<file path="src/design/ntt_pkg.sv">
// ----------------------------------------------------------------------------
// ntt_pkg
// Shared types, character codes and helpers for the notation text tokenizer.
// ----------------------------------------------------------------------------
`default_nettype none

package ntt_pkg;

  localparam int CHAR_W  = 8;
  localparam int KIND_W  = 3;
  localparam int ODATA_W = 32;

  localparam logic [KIND_W-1:0] KIND_NOTE   = 3'd0;
  localparam logic [KIND_W-1:0] KIND_REST   = 3'd1;
  localparam logic [KIND_W-1:0] KIND_OCTAVE = 3'd2;
  localparam logic [KIND_W-1:0] KIND_BAD    = 3'd3;
  localparam logic [KIND_W-1:0] KIND_CALL   = 3'd4;

  localparam logic [CHAR_W-1:0] CH_A      = 8'h41;
  localparam logic [CHAR_W-1:0] CH_C      = 8'h43;
  localparam logic [CHAR_W-1:0] CH_D      = 8'h44;
  localparam logic [CHAR_W-1:0] CH_E      = 8'h45;
  localparam logic [CHAR_W-1:0] CH_F      = 8'h46;
  localparam logic [CHAR_W-1:0] CH_G      = 8'h47;
  localparam logic [CHAR_W-1:0] CH_R      = 8'h52;
  localparam logic [CHAR_W-1:0] CH_Z      = 8'h5A;
  localparam logic [CHAR_W-1:0] CH_LA     = 8'h61;
  localparam logic [CHAR_W-1:0] CH_LB     = 8'h62;
  localparam logic [CHAR_W-1:0] CH_LZ     = 8'h7A;
  localparam logic [CHAR_W-1:0] CH_0      = 8'h30;
  localparam logic [CHAR_W-1:0] CH_9      = 8'h39;
  localparam logic [CHAR_W-1:0] CH_CARET  = 8'h5E;
  localparam logic [CHAR_W-1:0] CH_UNDER  = 8'h5F;
  localparam logic [CHAR_W-1:0] CH_PLUS   = 8'h2B;
  localparam logic [CHAR_W-1:0] CH_MINUS  = 8'h2D;
  localparam logic [CHAR_W-1:0] CH_TILDE  = 8'h7E;
  localparam logic [CHAR_W-1:0] CH_HASH   = 8'h23;
  localparam logic [CHAR_W-1:0] CH_DOT    = 8'h2E;
  localparam logic [CHAR_W-1:0] CH_BANG   = 8'h21;
  localparam logic [CHAR_W-1:0] CH_RPAREN = 8'h29;
  localparam logic [CHAR_W-1:0] CH_SPACE  = 8'h20;
  localparam logic [CHAR_W-1:0] CH_TAB    = 8'h09;
  localparam logic [CHAR_W-1:0] CH_LF     = 8'h0A;
  localparam logic [CHAR_W-1:0] CH_CR     = 8'h0D;

  localparam logic signed [3:0] S4_MAX = 4'sd7;
  localparam logic signed [3:0] S4_MIN = -4'sd8;
  localparam logic [3:0]        U4_MAX = 4'd15;

  typedef struct packed {
    logic [KIND_W-1:0] token_kind;
    logic signed [5:0] pitch_value;
    logic signed [3:0] octave_shift;
    logic [3:0]        double_count;
    logic [3:0]        half_count;
    logic [3:0]        octave_number;
    logic              phrase_end;
    logic              accented;
    logic [7:0]        bad_char;
  } result_t;

  function automatic logic signed [3:0] sat_inc(input logic signed [3:0] v);
    return (v == S4_MAX) ? v : v + 4'sd1;
  endfunction

  function automatic logic signed [3:0] sat_dec(input logic signed [3:0] v);
    return (v == S4_MIN) ? v : v - 4'sd1;
  endfunction

  function automatic logic [3:0] usat_inc(input logic [3:0] v);
    return (v == U4_MAX) ? v : v + 4'd1;
  endfunction

  function automatic logic signed [5:0] letter_base(input logic [CHAR_W-1:0] c);
    logic signed [5:0] b;
    case (c)
      CH_C:    b = 6'sd0;
      CH_D:    b = 6'sd2;
      CH_E:    b = 6'sd4;
      CH_F:    b = 6'sd5;
      CH_G:    b = 6'sd7;
      CH_A:    b = 6'sd9;
      default: b = 6'sd11;
    endcase
    return b;
  endfunction

endpackage

`default_nettype wire

</file>
<file path="src/design/note_text_tokenizer_top.sv">
// ----------------------------------------------------------------------------
// note_text_tokenizer_top
// Tokenizes a music-notation character stream into note, rest, octave,
// function-call and unexpected-character tokens.
// ----------------------------------------------------------------------------
// Usage:
//   in_*  : one character per transfer, in_tlast marks the final character
//           of a text; all pending marks are dropped after it.
//   out_* : one token per transfer; out_tuser carries the kind, out_tlast is
//           always high (a character causes at most one token).
//   Throughput: one character per cycle while in_tready is high. The decode
//   sits between the input ports and the output register; a skid register
//   behind it takes a token that arrives while the receiver stalls, which
//   keeps in_tready high while one token waits. in_tready drops only while
//   both output and skid registers are full.
//   Reset clears the pending record, the flat and call-skip flags and both
//   output slots.
// ----------------------------------------------------------------------------
`default_nettype none

module note_text_tokenizer_top (
  input  wire logic        clk,
  input  wire logic        rst_n,
  input  wire logic        in_tvalid,
  output logic             in_tready,
  input  wire logic [7:0]  in_tdata,   // [7:0] in_char
  input  wire logic        in_tlast,   // end_of_text
  output logic             out_tvalid,
  input  wire logic        out_tready,
  output logic [ntt_pkg::ODATA_W-1:0] out_tdata,
                                       // [5:0] pitch_value, [9:6] octave_shift,
                                       // [13:10] double_count, [17:14] half_count,
                                       // [21:18] octave_number, [22] phrase_end,
                                       // [23] accented, [31:24] bad_char
  output logic [2:0]       out_tuser,  // [2:0] token_kind
  output logic             out_tlast   // last
);

  logic signed [3:0] acc_r, acc_nxt;
  logic signed [3:0] shift_r, shift_nxt;
  logic [3:0]        dbl_r, dbl_nxt;
  logic [3:0]        half_r, half_nxt;
  logic              phrase_r, phrase_nxt;
  logic              accent_r, accent_nxt;
  logic              flat_r, flat_nxt;
  logic              skip_r, skip_nxt;

  ntt_pkg::result_t  res;
  logic              emit;
  ntt_pkg::result_t  out_r, skid_r;
  logic              out_valid_r, skid_valid_r;

  logic              in_xfer, out_xfer;
  logic [7:0]        c;
  logic              normal;

  assign c         = in_tdata;
  assign in_tready = !skid_valid_r;
  assign in_xfer   = in_tvalid && in_tready;
  assign out_xfer  = out_valid_r && out_tready;

  always_comb begin
    acc_nxt    = acc_r;
    shift_nxt  = shift_r;
    dbl_nxt    = dbl_r;
    half_nxt   = half_r;
    phrase_nxt = phrase_r;
    accent_nxt = accent_r;
    flat_nxt   = flat_r;
    skip_nxt   = skip_r;
    emit       = 1'b0;
    normal     = 1'b1;
    res        = '0;

    if (skip_r) begin
      normal = 1'b0;
      if (c == ntt_pkg::CH_RPAREN) begin
        emit           = 1'b1;
        res.token_kind = ntt_pkg::KIND_CALL;
        skip_nxt       = 1'b0;
      end
    end else if (flat_r) begin
      flat_nxt = 1'b0;
      if (c inside {[ntt_pkg::CH_A:ntt_pkg::CH_Z]}) begin
        acc_nxt = ntt_pkg::sat_dec(acc_r);
      end else begin
        normal = 1'b0;
        if (c == ntt_pkg::CH_RPAREN) begin
          emit           = 1'b1;
          res.token_kind = ntt_pkg::KIND_CALL;
        end else begin
          skip_nxt = 1'b1;
        end
      end
    end

    if (normal) begin
      if (c inside {[ntt_pkg::CH_A:ntt_pkg::CH_G]}) begin
        emit            = 1'b1;
        res.token_kind  = ntt_pkg::KIND_NOTE;
        res.pitch_value = ntt_pkg::letter_base(c) + 6'(acc_nxt);
      end else if (c == ntt_pkg::CH_R) begin
        emit           = 1'b1;
        res.token_kind = ntt_pkg::KIND_REST;
      end else if (c inside {[ntt_pkg::CH_0:ntt_pkg::CH_9]}) begin
        emit              = 1'b1;
        res.token_kind    = ntt_pkg::KIND_OCTAVE;
        res.octave_number = 4'(c - ntt_pkg::CH_0);
      end else if (c == ntt_pkg::CH_CARET) begin
        shift_nxt = ntt_pkg::sat_inc(shift_r);
      end else if (c == ntt_pkg::CH_UNDER) begin
        shift_nxt = ntt_pkg::sat_dec(shift_r);
      end else if (c == ntt_pkg::CH_PLUS) begin
        dbl_nxt = ntt_pkg::usat_inc(dbl_r);
      end else if (c == ntt_pkg::CH_MINUS) begin
        half_nxt = ntt_pkg::usat_inc(half_r);
      end else if (c == ntt_pkg::CH_TILDE) begin
        phrase_nxt = 1'b1;
      end else if (c == ntt_pkg::CH_HASH) begin
        acc_nxt = ntt_pkg::sat_inc(acc_r);
      end else if (c == ntt_pkg::CH_BANG) begin
        accent_nxt = 1'b1;
      end else if (c == ntt_pkg::CH_LB) begin
        flat_nxt = 1'b1;
      end else if (c inside {ntt_pkg::CH_DOT, ntt_pkg::CH_SPACE, ntt_pkg::CH_TAB,
                             ntt_pkg::CH_LF, ntt_pkg::CH_CR}) begin
        // ignored
      end else if (c inside {[ntt_pkg::CH_LA:ntt_pkg::CH_LZ]}) begin
        skip_nxt = 1'b1;
      end else begin
        emit           = 1'b1;
        res.token_kind = ntt_pkg::KIND_BAD;
        res.bad_char   = c;
      end
    end

    // tokens other than bad characters carry and then clear the record
    if (emit && res.token_kind != ntt_pkg::KIND_BAD) begin
      res.octave_shift = shift_r;
      res.double_count = dbl_r;
      res.half_count   = half_r;
      res.phrase_end   = phrase_r;
      res.accented     = accent_r;
      acc_nxt    = '0;
      shift_nxt  = '0;
      dbl_nxt    = '0;
      half_nxt   = '0;
      phrase_nxt = 1'b0;
      accent_nxt = 1'b0;
    end

    if (in_tlast) begin
      acc_nxt    = '0;
      shift_nxt  = '0;
      dbl_nxt    = '0;
      half_nxt   = '0;
      phrase_nxt = 1'b0;
      accent_nxt = 1'b0;
      flat_nxt   = 1'b0;
      skip_nxt   = 1'b0;
    end
  end

  always_ff @(posedge clk) begin
    if (!rst_n) begin
      acc_r    <= '0;
      shift_r  <= '0;
      dbl_r    <= '0;
      half_r   <= '0;
      phrase_r <= 1'b0;
      accent_r <= 1'b0;
      flat_r   <= 1'b0;
      skip_r   <= 1'b0;
    end else if (in_xfer) begin
      acc_r    <= acc_nxt;
      shift_r  <= shift_nxt;
      dbl_r    <= dbl_nxt;
      half_r   <= half_nxt;
      phrase_r <= phrase_nxt;
      accent_r <= accent_nxt;
      flat_r   <= flat_nxt;
      skip_r   <= skip_nxt;
    end
  end

  // output register with one skid slot
  always_ff @(posedge clk) begin
    if (!rst_n) begin
      out_valid_r  <= 1'b0;
      skid_valid_r <= 1'b0;
    end else begin
      if (skid_valid_r) begin
        if (out_xfer) begin
          skid_valid_r <= 1'b0;
        end
      end else if (in_xfer && emit) begin
        if (!out_valid_r || out_xfer) begin
          out_valid_r <= 1'b1;
        end else begin
          skid_valid_r <= 1'b1;
        end
      end else if (out_xfer) begin
        out_valid_r <= 1'b0;
      end
    end
  end

  always_ff @(posedge clk) begin
    if (skid_valid_r) begin
      if (out_xfer) begin
        out_r <= skid_r;
      end
    end else if (in_xfer && emit) begin
      if (!out_valid_r || out_xfer) begin
        out_r <= res;
      end else begin
        skid_r <= res;
      end
    end
  end

  assign out_tvalid = out_valid_r;
  assign out_tuser  = out_r.token_kind;
  assign out_tlast  = 1'b1;
  assign out_tdata  = {out_r.bad_char, out_r.accented, out_r.phrase_end,
                       out_r.octave_number, out_r.half_count, out_r.double_count,
                       out_r.octave_shift, out_r.pitch_value};

  a_skid_needs_out: assert property (@(posedge clk) disable iff (!rst_n)
    skid_valid_r |-> out_valid_r)
    else $error("skid slot full while output register empty");

  a_eot_clears: assert property (@(posedge clk) disable iff (!rst_n)
    (in_xfer && in_tlast) |=> (!flat_r && !skip_r && acc_r == 4'sd0 && dbl_r == 4'd0))
    else $error("state not cleared after end of text");

  a_bad_fields_zero: assert property (@(posedge clk) disable iff (!rst_n)
    (out_tvalid && out_tuser == ntt_pkg::KIND_BAD) |-> (out_tdata[23:0] == 24'd0))
    else $error("unexpected-character token carries record fields");

  a_good_no_badchar: assert property (@(posedge clk) disable iff (!rst_n)
    (out_tvalid && out_tuser != ntt_pkg::KIND_BAD) |-> (out_tdata[31:24] == 8'd0))
    else $error("token other than unexpected character carries bad_char");

  a_skid_hold: assert property (@(posedge clk) disable iff (!rst_n)
    (skid_valid_r && !out_tready) |=> (skid_valid_r && $stable(skid_r)))
    else $error("skid slot lost while receiver stalled");

endmodule

`default_nettype wire

</file>
<file path="config.mk">
export PLATFORM = sky130hd
export DESIGN_NAME = note_text_tokenizer_top
export DESIGN_NICKNAME = d
export VERILOG_FILES = /design/src/design/ntt_pkg.sv /design/src/design/note_text_tokenizer_top.sv
export SDC_FILE = /design/constraint.sdc
export NUM_CORES = 1
export LEC_CHECK = 0
export BUFFER_PORTS_ARGS = -buffer_cell sky130_fd_sc_hd__buf_4
export CAP_MARGIN = 0
export CORE_ASPECT_RATIO = 1.1
export CORE_MARGIN = 5
export CORE_UTILIZATION = 59
export DETAILED_ROUTE_END_ITERATION = 8
export PLACE_DENSITY = 0.8
export RECOVER_POWER = 100
export SLEW_MARGIN = 20
export SYNTH_ARGS = -nofsm -noshare
export SYNTH_HDL_FRONTEND = slang
export SYNTH_SLANG_ARGS = --single-unit
</file>
<file path="constraint.sdc">
create_clock -name clk -period 4 [get_ports clk]
set_clock_uncertainty 0.05 [all_clocks]
set_input_delay 0.4 -clock clk [delete_from_list [all_inputs] [get_ports clk]]
set_output_delay 0.4 -clock clk [all_outputs]
set_load 0.02 [all_outputs]
</file>
==> flow_results.org, run 1 <==
** Synth
- After synthesis, the largest family of logic cells by area is simple AND/OR/NAND/NOR gates.
- Area share of xor/xnor cells in the synthesized design :: 2.13%
- Synthesized Nets :: 459
- Leading cell types by total area after synthesis :: edfxtp_1 43%, dfxtp_1 8.9%, mux2_2 6.2%
- In this run the biggest area consumer among cell types represents 42.6% of the synthesized area.
- For this run, asynchronously set or reset flops after synthesis account for 0%.
- In this run, synthesis inferred 70 flip-flops with an integrated enable.
- Mean instance size in the synthesized netlist :: 11.4 µm²
- Area share of fa/ha/maj cells after synthesis :: 3.60%
- edfxtp_1 takes more of the synthesized area than any other cell.
- Number of storage elements in the synthesis netlist :: 92
- Number of warning messages in the yosys log :: 0
- Mapped Area :: 4930 µm²
- After synthesis, the share of cell area in mux cells is 7.83%.
- Share of synthesized cell area in and, or, nand and nor gates :: 19.3%
- Top flip-flop cell by instance count after synthesis :: edfxtp_1
- Number of distinct library cells after synthesis :: 74
- Summing the sequential cell areas from Yosys gives 51.5% of the chip area.
- Summing the areas of all compound-gate instances in the mapped netlist gives 12.0% of the synthesized area.
- Post-Syn Instances :: 433

** Worst setup path
- The setup path with the least slack is of type input pin to flop.
- Buffers and inverters on the worst path :: 2
- The largest individual stage delay along the critical path comes from the cell o31a_1.
- In this design, the largest share of critical-path delay is due to simple AND/OR/NAND/NOR gates.
- Data on the critical path is required at its endpoint by 4060 ps.
- Cells traversed along the worst timing path :: buf_4 -> nand4bb_1 -> nor3_1 -> o31a_1 -> nand2b_2 -> nor3_1 -> a211oi_1 -> and2_0 -> buf_4
- Setup crit start kind :: input pin
- The worst setup path is captured at a flop.
- Along the worst path, the maximum fanout reaches 21.
- For the worst setup path, the data arrival time is 3490 ps.
- CP peak stage delay :: 630 ps

** Layout
- Area added between synthesis and finish :: 10.3%
- Once layout is complete, the cells apart from fillers number 593.
- Ratio of cells with drive above 1 in the final layout :: 16.0%
- After filler insertion, the fill cell instance count of the layout stands at 656.
- Final-stage net count :: 503
- The repair_antennas step left the layout with diodes totalling 0.
- The finished cells cover 5440 µm².

** CTS
- Post-CTS repair changed the size of 0 cells.
- The clock net in this run drives a total of 92 sinks.
- TritonCTS built the clock tree.
- CTS H-tree lvls :: 3
- The clock passes through at most 2 buffers.
- Num CTS Buffers :: 9
- Hold buffers post-CTS :: 0
- Clock root buffer :: clkbuf_8
- In this run the post-CTS setup repair buffer count came out at 0.
- Clock latency on the worst-skew pair :: 360 ps
- Clock-pin slew was measured on the worst setup and hold paths at 100 ps.

** Drt
- The final route contains 3566 vias.
- Vias per inst :: 6.01
- Summed over all layers, the routed wires come to 10600 µm.
- Dividing the detail-routed wire length by the instance count gives 17.9 µm.
- The first detailed-routing pass took 5 iterations.
- DRC errors left :: 0
- Number of violations reported at the end of detailed-routing iteration 0 :: 358
- In this run the remaining antenna-violating nets after routing total 0.

** STA
- The worst pin sits at a relative slew slack of 43.6%.
- Max-slew violations :: 0
- Final-layout worst hold slack :: 281 ps
- Minimum clock period after layout :: 3430 ps
- Of the available clock period, the critical path in the final layout requires 85.8%.
- Crit path setup slack, layout :: 567 ps
- Sum Neg Setup Slack :: 0 ps
- The final count of hold timing violations came to 0.
- Transition time at the pin with the least slew margin :: 844 ps
- Setup repair after global routing left no endpoint under its margin.
- Setup violations remaining at the end of the flow were counted as 0.
- Static timing analysis puts the maximum clock frequency at 291 MHz.

** GRT
- GR Overflow Total :: 0
- For this run, the total global-route usage over all layers was measured as 21.5%.
- First-pass GRT wire length :: 17900 µm
- The initial antenna violation count was 0.
- Number of global-route vias before repair :: 3483
- Maximum number of pins on one net before global-route repair :: 36

** Placed design
- IO buf count :: 49
- Placed Cells incl. Taps :: 577
- OpenSTA, run right after detailed placement, puts the worst setup slack at 455 ps.
- After legalization and detailed placement, the total HPWL measured 7350 µm.
- GPL Wtd Cong :: 0.872
- The placed instances occupy a cell area of 5380 µm².

** Hold path
- Class of the worst hold path :: input pin to flop

** Die
- The floorplan has 35 rows.
- Number of I/O pins :: 51
- Once the floorplan was initialized, standard cells occupied 59.6% of the core.
- Die area :: 10300 µm²
- Chip height :: 106 µm
- The core region is 8280 µm².
- From left edge to right edge, the die measures 97.2 µm.

** Pwr
- Power share of the sequential group :: 54.1%
- Clock network fraction of total power :: 33.7%
- Cell internal power was estimated by the tool at 1.46 mW.
- For this design the ratio of total power to cell area is 371 nW/µm².
- For this design the static power due to leakage is 2.02 nW.
- In this run switching power makes up 27.6% of total power.
- The analysis attributes to net switching a power of 0.557 mW.
- Across the VDD grid, the largest voltage drop is 0.180 mV.
- Combinational logic is responsible for 12.2% of the overall power.

** Outcome
- Result of the run :: completed

** Flow run
- Across the run, the number of max-cap violations was 0.
==> sequential cells by signal, indices dropped and copies added, names as in the netlist <==
register      count
half_r            4
out_tdata        32
out_tuser         3
flat_r            1
skid_valid_r      1
out_tvalid        1
phrase_r          1
accent_r          1
acc_r             4
dbl_r             4
skip_r            1
skid_r           35
shift_r           4
==> through the flow <==
step	total power, mW	utilization (%)
after floorplan	1.29	-
after global placement	1.39	65.0
after detailed placement	1.39	65.0
after CTS	2.06	67.6
after global routing	2.10	65.7
final	2.02	65.7
==> worst register-to-register path, stage by stage, from the launching register on <==
cell and delay, ps:
dfxtp_1 350, nor3b_1 140, a311oi_1 410, o31a_1 670
nand2b_2 210, nor3_1 600, a211oi_1 230, and2_0 230
buf_4 230
==> synthesized netlist by cell type, types with 6 or more instances <==
library cell	count
mux2i_1	6
o31ai_1	7
dfxtp_1	22
inv_1	17
xnor2_1	7
nand2_1	24
nor2_1	30
edfxtp_1	70
clkbuf_1	11
ha_1	11
and2_1	26
nand3_1	11
a21oi_1	12
a21o_1	7
and3_1	9
o21ai_0	7
mux2_2	27
nor3_1	14
nor4_1	6
==> cells by family after synthesis <==
family | Yosys count
buf+inv | 37
fa+ha+maj | 13
mux | 34
compound gates | 79
flops | 92
simple gates | 165
xor+xnor | 12
other cells | 1
==> metal layers <==
| layer | wire (µm) | share of wire, % | track usage (%) | up-vias |
|---|---|---|---|---|
| li1 | - | - | - | 1720 |
| met1 | 4860 | 46 | 29.3 | 1704 |
| met3 | 473 | 4.5 | 4.13 | 21 |
| met4 | 182 | 1.7 | 6.82 | 0 |
| met5 | 0 | 0 | 0 | - |
| met2 | 5070 | 48 | 35.0 | 121 |
==> area by class of cell <==
type                       instances  area, µm²  area share [%]
sequential                        92       2540            46.7
multi-input combinational        304       2200            40.5
timing repair buffer              53        275            5.06
tap                              111        139            2.55
clock buffer                       9        124            2.28
clock inverter                     7       95.1            1.75
inverter                          17       63.8            1.17
==> power groups by stage <==
stage / logic, mW / registers [mW] / clock network, mW
after CTS: 0.276 / 1.10 / 0.691
after global placement: 0.270 / 1.12 / 0
after global routing: 0.267 / 1.10 / 0.737
final: 0.246 / 1.09 / 0.680
after floorplan: 0.128 / 1.16 / 0
after detailed placement: 0.275 / 1.12 / 0
==> worst paths after layout <==
| kind | cells after the start | from | slack (ps) | to |
|---|---|---|---|---|
| worst max-delay path | 9 | in_tdata[0] | 570 | skid_r[26] |
| worst min-delay path | 3 | out_tready | 280 | skid_valid_r |
| worst max register to register | 8 | flat_r | 600 | skid_r[26] |
| worst min register to register | 2 | flat_r | 450 | flat_r |
==> cell usage in the layout, fill, tap and decap left out, types with 4 or more instances in the layout <==
master / count
a31o_2: 5
nand2_1: 24
inv_1: 17
clkbuf_1: 36
a31oi_1: 5
nor2_1: 31
dfxtp_1: 22
and2_0: 20
xor2_1: 5
and2_1: 7
a211oi_1: 5
nand4_1: 5
buf_4: 16
nor4_1: 6
mux2_2: 26
clkbuf_8: 9
ha_1: 11
edfxtp_1: 70
and3_1: 9
o31ai_1: 8
a21oi_1: 12
o211ai_1: 5
xnor2_1: 7
a21o_1: 7
o21ai_0: 8
nand3_1: 11
nor2b_1: 5
nor3_1: 16
mux2i_1: 6
nand2b_1: 4
No activity file was read; power rests on OpenSTA's default activity.
==> run 2: changes to the inputs <==
--- a/config.mk
+++ b/config.mk
@@ -5,13 +5,14 @@
 export SDC_FILE = /design/constraint.sdc
 export NUM_CORES = 1
 export LEC_CHECK = 0
+export ABC_AREA = 1
 export BUFFER_PORTS_ARGS = -buffer_cell sky130_fd_sc_hd__buf_4
 export CAP_MARGIN = 0
 export CORE_ASPECT_RATIO = 1.1
 export CORE_MARGIN = 5
-export CORE_UTILIZATION = 59
+export CORE_UTILIZATION = 60
 export DETAILED_ROUTE_END_ITERATION = 8
-export PLACE_DENSITY = 0.8
+export PLACE_DENSITY = 0.81
 export RECOVER_POWER = 100
 export SLEW_MARGIN = 20
 export SYNTH_ARGS = -nofsm -noshare
==> flow_results.org, run 2 <==
** Synth
- Mux cell area share after synthesis :: 0%
- Share of synthesized cell area in and, or, nand and nor gates :: 33.6%
- Summed over its instances, the top area cell type makes up 40.6% of the synthesized netlist area.
- Share of flip-flops with an asynchronous set or reset :: 0%
- Counting flops and latches in the post-synthesis netlist gives 92.
- Sequential cells were found to cover 49.1% of the synthesized design area.
- Mean instance size in the synthesized netlist :: 8.53 µm²
- The biggest area contributor in the post-synthesis netlist is edfxtp_1.
- After technology mapping, the gate count stands at 607.
- Most frequent cells after synthesis :: 189 x nand2_1, 70 x edfxtp_1, 58 x nor2_1, 57 x inv_1, 34 x nand3_1
- Most frequent cell after synthesis :: nand2_1
- Number of distinct library cells after synthesis :: 49
- Synthesis produced a netlist with a net count of 633.
- By area, the combinational part of the netlist is dominated by simple AND/OR/NAND/NOR gates.
- Top flip-flop cell by instance count after synthesis :: edfxtp_1
- Post-synth EDFFs :: 70
- Leading cell types by total area after synthesis :: edfxtp_1 41%, nand2_1 14%, dfxtp_1 8.5%
- The cell area that synthesis handed to floorplanning was 5170 µm².
- The Yosys step of the flow raised 0 warnings.
- Summing the areas of all compound-gate instances in the mapped netlist gives 5.37% of the synthesized area.
- Area share of fa/ha/maj cells after synthesis :: 3.43%
- Summing the areas of all xor and xnor instances in the mapped netlist gives 1.69% of the synthesized area.

** Pwr
- Cell internal pwr :: 1.39 mW
- P_sw :: 0.568 mW
- In this run switching power makes up 29.1% of total power.
- Sequential cells burn 56.1% of the power.
- Per report_power, the combinational group accounts for 12.7% of the total.
- Worst IR drop on VDD :: 0.196 mV
- For this design the static power due to leakage is 2.36 nW.
- Clock network fraction of total power :: 31.2%
- Dividing total power by cell area gives a power density of 356 nW/µm².
- Overall power consumption after layout is estimated at 1.95 mW.

** Placed design
- GPL Wtd Cong :: 1.03
- IO buf count :: 49
- The HPWL after detailed placement is 8980 µm.

** Die
- Pin placement for this block handled 51 I/O pins.
- Starting utilization of the core area :: 61.5%
- The floorplan step set the die height to 107 µm.
- The die is 98.6 µm wide.
- The floorplan has 35 rows.
- Placeable core region :: 8410 µm²
- Die area :: 10600 µm²

** Layout
- Area added between synthesis and finish :: 5.95%
- Final Core Density :: 65.2%
- In the final layout, the multi-input gates occupy 2090 µm².
- Final-stage net count :: 683
- Ratio of cells with drive above 1 in the final layout :: 8.01%
- Register bank with the most flops :: skid_r
- Leaving out fill and tap cells, the most frequent cell in the layout is nand2_1.
- The register with the most flip-flops in the layout has 35 of them.
- The layout has 727 filler cells.
- In the final layout, flip-flops and latches occupy 2540 µm².
- In the layout the commonest cells are 199 x nand2_1, 70 x nor2_1, 70 x edfxtp_1.
- The number of antenna diodes in the final layout is 0.

** Worst setup path
- Maximum fanout along the worst path :: 35
- Setup crit start kind :: input pin
- For flop-to-flop paths, the worst setup slack is 1090 ps.
- CP Capture Type :: flop
- End of the worst register-to-register path :: out_tdata[2]
- Worst endpoint data arrival time :: 3200 ps
- Critical path class :: input pin to flop
- Number of cells traversed by the worst register-to-register path :: 13
- For the worst setup path, the data required time is 3970 ps.
- Critical register-to-register path startpoint :: acc_r[0]

** Drt
- Total wire length after detailed routing :: 12100 µm
- In the routed design, unresolved DRC markers number 0.
- Detailed-routing iteration count for the pre-antenna-repair pass :: 5
- DRT antenna net count :: 0
- Number of violations reported at the end of detailed-routing iteration 0 :: 448
- Dividing the detail-routed via count by the number of cells gives 5.51.
- Via count :: 4262
- Dividing the detail-routed wire length by the instance count gives 15.7 µm.

** Hold path
- Class of the worst hold path :: input pin to flop
- Depth of the worst hold-timing path :: 3
- The worst hold path begins at rst_n.
- Endpoint with the worst hold slack :: shift_r[2]

** STA
- At the pin with the least slew margin, the transition time is 632 ps.
- The worst pin sits at a relative slew slack of 57.9%.
- Sum Neg Setup Slack :: 0 ps
- Setup repair after global routing missed its margin :: no
- Setup Viol. Count Final :: 0
- Final hold viol count :: 0
- Highest attainable clock frequency :: 309 MHz
- The count of final max-slew check failures came to 0.
- Final period utilization :: 80.8%
- After layout, the minimum clock period comes to 3230 ps.

** GRT
- Entering global routing, the biggest net connects 39 pins.
- For this run, global-route usage on met1 was measured as 31.7%.
- For this run, global-route usage on met2 was measured as 38.8%.
- Grt peak-use layer :: met2
- Global routing finished with a remaining overflow of 0.
- In the global route stage, met3 resource usage came out at 4.08%.
- Total GRT Usage :: 23.6%
- First-pass GRT wire length :: 19900 µm
- Number of global-route vias before repair :: 4048
- The initial antenna violation count was 0.

** CTS
- Clock root buffer :: clkbuf_8
- The number of clock buffers added by TritonCTS is 9.
- The H-tree was split into 3 levels.
- TritonCTS clock tree :: yes
- Count of instances resized after the clock tree is built :: 0
- Clock-pin slew of the registers on the worst-case setup and hold paths :: 100 ps
- For the worst-skew pair, the clock arrives at the later sink with an insertion delay of 360 ps.
- # clock sinks :: 92
- In this run the deepest clock path goes through 2 buffers.
- In this run the post-CTS setup repair buffer count came out at 0.
- Hold buffers post-CTS :: 0

** Outcome
- The flow ran to the end, and the final reports show no timing, DRC or antenna violations.

** Flow run
- Max-cap viol count :: 0
[run 2: cell types whose count changed after synthesis, sizes merged, moves of 8 or more]
| cell | previous run | this run |
|---|---|---|
| a21oi | 12 | 27 |
| and2 | 27 | 2 |
| and3 | 9 | 1 |
| inv | 17 | 66 |
| mux2 | 27 | 0 |
| nand2 | 25 | 205 |
| nand3 | 11 | 38 |
| nand4 | 5 | 16 |
| nor2 | 31 | 71 |
[run 2: power groups by stage]
stage               sequential, mW  clock [mW]  combinational [mW]
finish                        1.10       0.610               0.248
global route                  1.10       0.662               0.274
CTS                           1.10       0.618               0.290
detailed placement            1.12           0               0.289
global placement              1.12           0               0.284
floorplan                     1.16           0               0.139
[run 2: critical path, stage by stage]
cell	delay, ps
clkbuf_1	100
inv_1	130
nand2_1	110
nor2_1	400
nand3_2	140
nand2_1	160
nand2_4	70
nand2_1	370
nand3_1	410
nand2_1	160
nand2_1	170
a21oi_4	150
buf_4	380
[run 2: per-stage QoR]
step / cell area (µm²) / cells / hold WS [ps] / setup slack (ps)
after floorplan: 5170 / 607 / 418 / 305
after global placement: 5640 / 757 / 430 / 990
after detailed placement: 5640 / 757 / 439 / 876
after CTS: 5830 / 773 / 252 / 1220
after global routing: 5480 / 773 / 241 / 531
final: 5480 / 773 / 262 / 768
[run 2: worst max-delay path by stage]
stage	start	endpoint	slack (ps)
2_1_floorplan	in_tdata[7]	out_tdata[0]	310
3_3_place_gp	in_tdata[7]	out_tdata[4]	990
3_5_place_dp	in_tdata[7]	skid_r[30]	880
4_1_cts	acc_r[0]	out_tdata[4]	1220
5_1_grt	in_tdata[7]	out_tdata[0]	530
6_report	in_tdata[7]	out_tdata[0]	770
[run 2: cells by family after synthesis]
logic type,after synthesis
AO/OA/AOI/OAI,50
AND/OR/NAND/NOR,359
flip-flops,92
other,1
XOR/XNOR,10
adder cells (fa/ha/maj),13
buffers and inverters,82
[run 2: routing by layer]
| layer | vias to the layer above | part of all wire [%] | wire, µm |
|---|---|---|---|
| li1 | 2093 | - | - |
| met1 | 1979 | 44 | 5370 |
| met2 | 167 | 48 | 5820 |
| met3 | 23 | 5.3 | 642 |
| met4 | 0 | 2.4 | 289 |
| met5 | - | 0 | 0 |
[run 2: cell type report]
class / instances / share of cell area (%)
Sequential cell: 92 / 46.4
Multi-Input combinational cell: 433 / 38.2
Timing Repair Buffer: 54 / 4.79
Inverter: 67 / 4.63
Tap cell: 111 / 2.53
Clock buffer: 9 / 2.26
Clock inverter: 7 / 1.23
==> run 3: changes to the inputs <==
--- a/config.mk
+++ b/config.mk
@@ -10,9 +10,9 @@
 export CAP_MARGIN = 0
 export CORE_ASPECT_RATIO = 1.1
 export CORE_MARGIN = 5
-export CORE_UTILIZATION = 60
+export CORE_UTILIZATION = 54
 export DETAILED_ROUTE_END_ITERATION = 8
-export PLACE_DENSITY = 0.81
+export PLACE_DENSITY = 0.77
 export RECOVER_POWER = 100
 export SLEW_MARGIN = 20
 export SYNTH_ARGS = -nofsm -noshare
==> constraint.sdc (replaced) <==
create_clock -name clk -period 2.65 [get_ports clk]
set_clock_uncertainty 0.05 [all_clocks]
set_input_delay 0.265 -clock clk [delete_from_list [all_inputs] [get_ports clk]]
set_output_delay 0.265 -clock clk [all_outputs]
set_load 0.02 [all_outputs]
==> flow_results.org, run 3 (synthesis results as in run 2) <==
** CTS
- Clock latency on the worst-skew pair :: 370 ps
- Clock-pin slew of the registers on the worst-case setup and hold paths :: 100 ps
- The number of clock buffers added by TritonCTS is 9.
- Counting every sink on the clock net gives 92.
- Clock tree synthesis selected as its root buffer the cell clkbuf_8.
- Clock Path Buffers :: 2
- CTS H-tree lvls :: 3
- TritonCTS built the clock tree.
- The number of hold buffers added after CTS was 0.

** Worst setup path
- Worst reg-to-reg setup slack :: 60 ps
- Number of cells traversed by the worst register-to-register path :: 16
- The critical path is of the flop to flop type.
- Gate family responsible for the most delay along the worst path :: simple AND/OR/NAND/NOR gates
- Counting both buffers and inverters, the worst setup path holds a total of 3.
- Worst endpoint data arrival time :: 2780 ps
- Setup crit start kind :: flop
- Slowest stage cell on the critical path :: fa_2
- CP Capture Type :: flop
- CP peak stage delay :: 400 ps
- Cells traversed along the worst timing path :: inv_2 -> ha_4 -> inv_2 -> nor3_2 -> inv_2 -> nand3_2 -> nand2_2 -> and2_4 -> ha_4 -> fa_2 -> nand2_2 -> nand2_2 -> a21oi_2 -> xor2_1 -> nand3_1 -> nand2_1
- End of the worst register-to-register path :: out_tdata[4]
- The critical path starts at acc_r[0].
- Maximum fanout along the worst path :: 4
- Data required time of the critical path :: 2840 ps
- In this run the critical register-to-register path is launched from acc_r[0].

** STA
- Final hold viol count :: 0
- The count of final max-slew check failures came to 0.
- Normalized max-slew margin :: 50.2%
- The routed design could run at a clock period as short as 2590 ps.
- Transition time at the pin with the least slew margin :: 746 ps
- Setup violations remaining at the end of the flow were counted as 0.
- Crit path setup slack, layout :: 64.2 ps
- Final period utilization :: 97.6%
- Setup repair after global routing missed its margin :: yes
- Sum Neg Setup Slack :: 0 ps
- Highest attainable clock frequency :: 387 MHz

** Drt
- Dividing the detail-routed via count by the number of cells gives 5.39.
- Total wire length after detailed routing :: 12900 µm
- Detailed-routing iteration count for the pre-antenna-repair pass :: 6
- The first routing iteration left 327 violations.
- DRC errors left :: 0
- The routed layout has 4455 vias.
- Dividing the detail-routed wire length by the instance count gives 15.6 µm.
- DRT antenna net count :: 0

** Layout
- Summing all multi-input logic gate instances after layout gives 2300 µm².
- Cells with a size suffix above 1 make up 19.6% of the layout.
- In the final layout, flip-flops and latches occupy 2540 µm².
- Register bank with the most flops :: skid_r
- Area added between synthesis and finish :: 17.6%
- Leaving out fill and tap cells, the most frequent cells in the layout are 189 x nand2_1, 70 x edfxtp_1, 58 x buf_4.
- The net count of the finished layout is 731.
- Antenna diode count :: 0
- The register with the most flip-flops in the layout has 35 of them.
- Filler cell count :: 831
- Cells fill 65.1% of the core in the end.
- Most common cell after layout, fill and taps aside :: nand2_1

** Hold path
- The path class of the tightest hold or removal check is input pin to flop.
- Endpoint with the worst hold slack :: shift_r[1]
- Depth of the worst hold-timing path :: 3
- Hold Crit Start :: rst_n

** Pwr
- Worst IR drop on VDD :: 0.265 mV
- Power density over the cells :: 506 nW/µm²
- The analysis attributes to cell leakage a power of 2.61 nW.

** Placed design
- During placement, the flow inserted port buffers numbering 49.
- DPL Wire Length :: 9500 µm
- At the end of routability-driven placement, the weighted congestion stood at 0.913.
- Post-placement setup slack :: -120 ps

** GRT
- First-pass GRT wire length :: 20900 µm
- GR Overflow Total :: 0
- The number of global-route vias before repair is 4353.
- Total GRT Usage :: 22.9%
- Number of antenna violations at the first check in global routing :: 0
- Entering global routing, the biggest net connects 39 pins.

** Die
- Starting utilization of the core area :: 55.3%
- Chip height :: 113 µm
- Measured along the x axis, the die boundary spans 103 µm.
- The die covers 11600 µm².
- Core Rows :: 37
- Placeable core region :: 9350 µm²
- For this design the top-level I/O count stands at 51.

** Flow run
- Max-cap violations in this run came to 0.

** Outcome
- The flow ran to the end, and the final reports show no timing, DRC or antenna violations.
==> run 3: cell count changes in the layout (fill, tap and decap cells not counted), sizes merged <==
cell | before | now
inv | 70 | 67
clkinv | 3 | 5
clkbuf | 47 | 51
buf | 16 | 60
bufinv | 0 | 1
==> run 3: per-stage QoR <==
stage	std cells	total power, mW	hold slack (ps)	instance area [µm²]
after global placement	808	2.16	429	6010
after CTS	825	3.15	93.1	6240
after detailed placement	808	2.17	453	6010
after global routing	827	3.21	109	6090
final	827	3.08	116	6090
after floorplan	607	1.97	336	5190
==> run 3: worst max-delay path by stage <==
stage / cells past startpoint / endpoint / slack, ps
final: 16 / out_tdata[4] / 60
after detailed placement: 16 / out_tdata[4] / -120
after floorplan: 15 / out_tdata[4] / 80
after global routing: 16 / out_tdata[4] / -90
after global placement: 16 / out_tdata[4] / -10
after CTS: 16 / out_tdata[4] / 40
==> run 3: final cells by class <==
class	count	area share [%]
Clock inverter	7	1.44
Sequential cell	92	41.8
Clock buffer	9	2.03
Timing Repair Buffer	102	10.5
Tap cell	117	2.40
Multi-Input combinational cell	433	37.7
Inverter	67	4.17
==> run 3: power by group <==
| part | internal, mW | total, mW | leakage, nW | switching (mW) |
|---|---|---|---|---|
| sequential | 1.63 | 1.66 | 0.854 | 0.0253 |
| clock | 0.452 | 0.988 | 0.104 | 0.537 |
| combinational | 0.132 | 0.437 | 1.65 | 0.305 |
| total | 2.21 | 3.08 | 2.61 | 0.867 |
==> run 3: worst reg2reg max path, stage by stage, from the launching register on <==
cell and delay, ps:
dfxtp_2 340, inv_2 80, ha_4 150, inv_2 40, nor3_2 180, inv_2 80
nand3_2 100, nand2_2 60, and2_4 150, ha_4 160, fa_2 400, nand2_2 90
nand2_2 50, a21oi_2 140, xor2_1 200, nand3_1 100, nand2_1 90
==> run 3: repair_timing <==
item	in CTS	in global routing
setup endpoints to repair	2	6
gates resized for setup	3	13
setup buffers	1	2
pin swaps	2	8
==> run 3: per-layer routing <==
metal | routed length, µm | track usage, %
met1 | 5610 | 31.1
met2 | 6170 | 36.5
met3 | 909 | 4.60
met4 | 246 | 7.34
met5 | 0 | 0
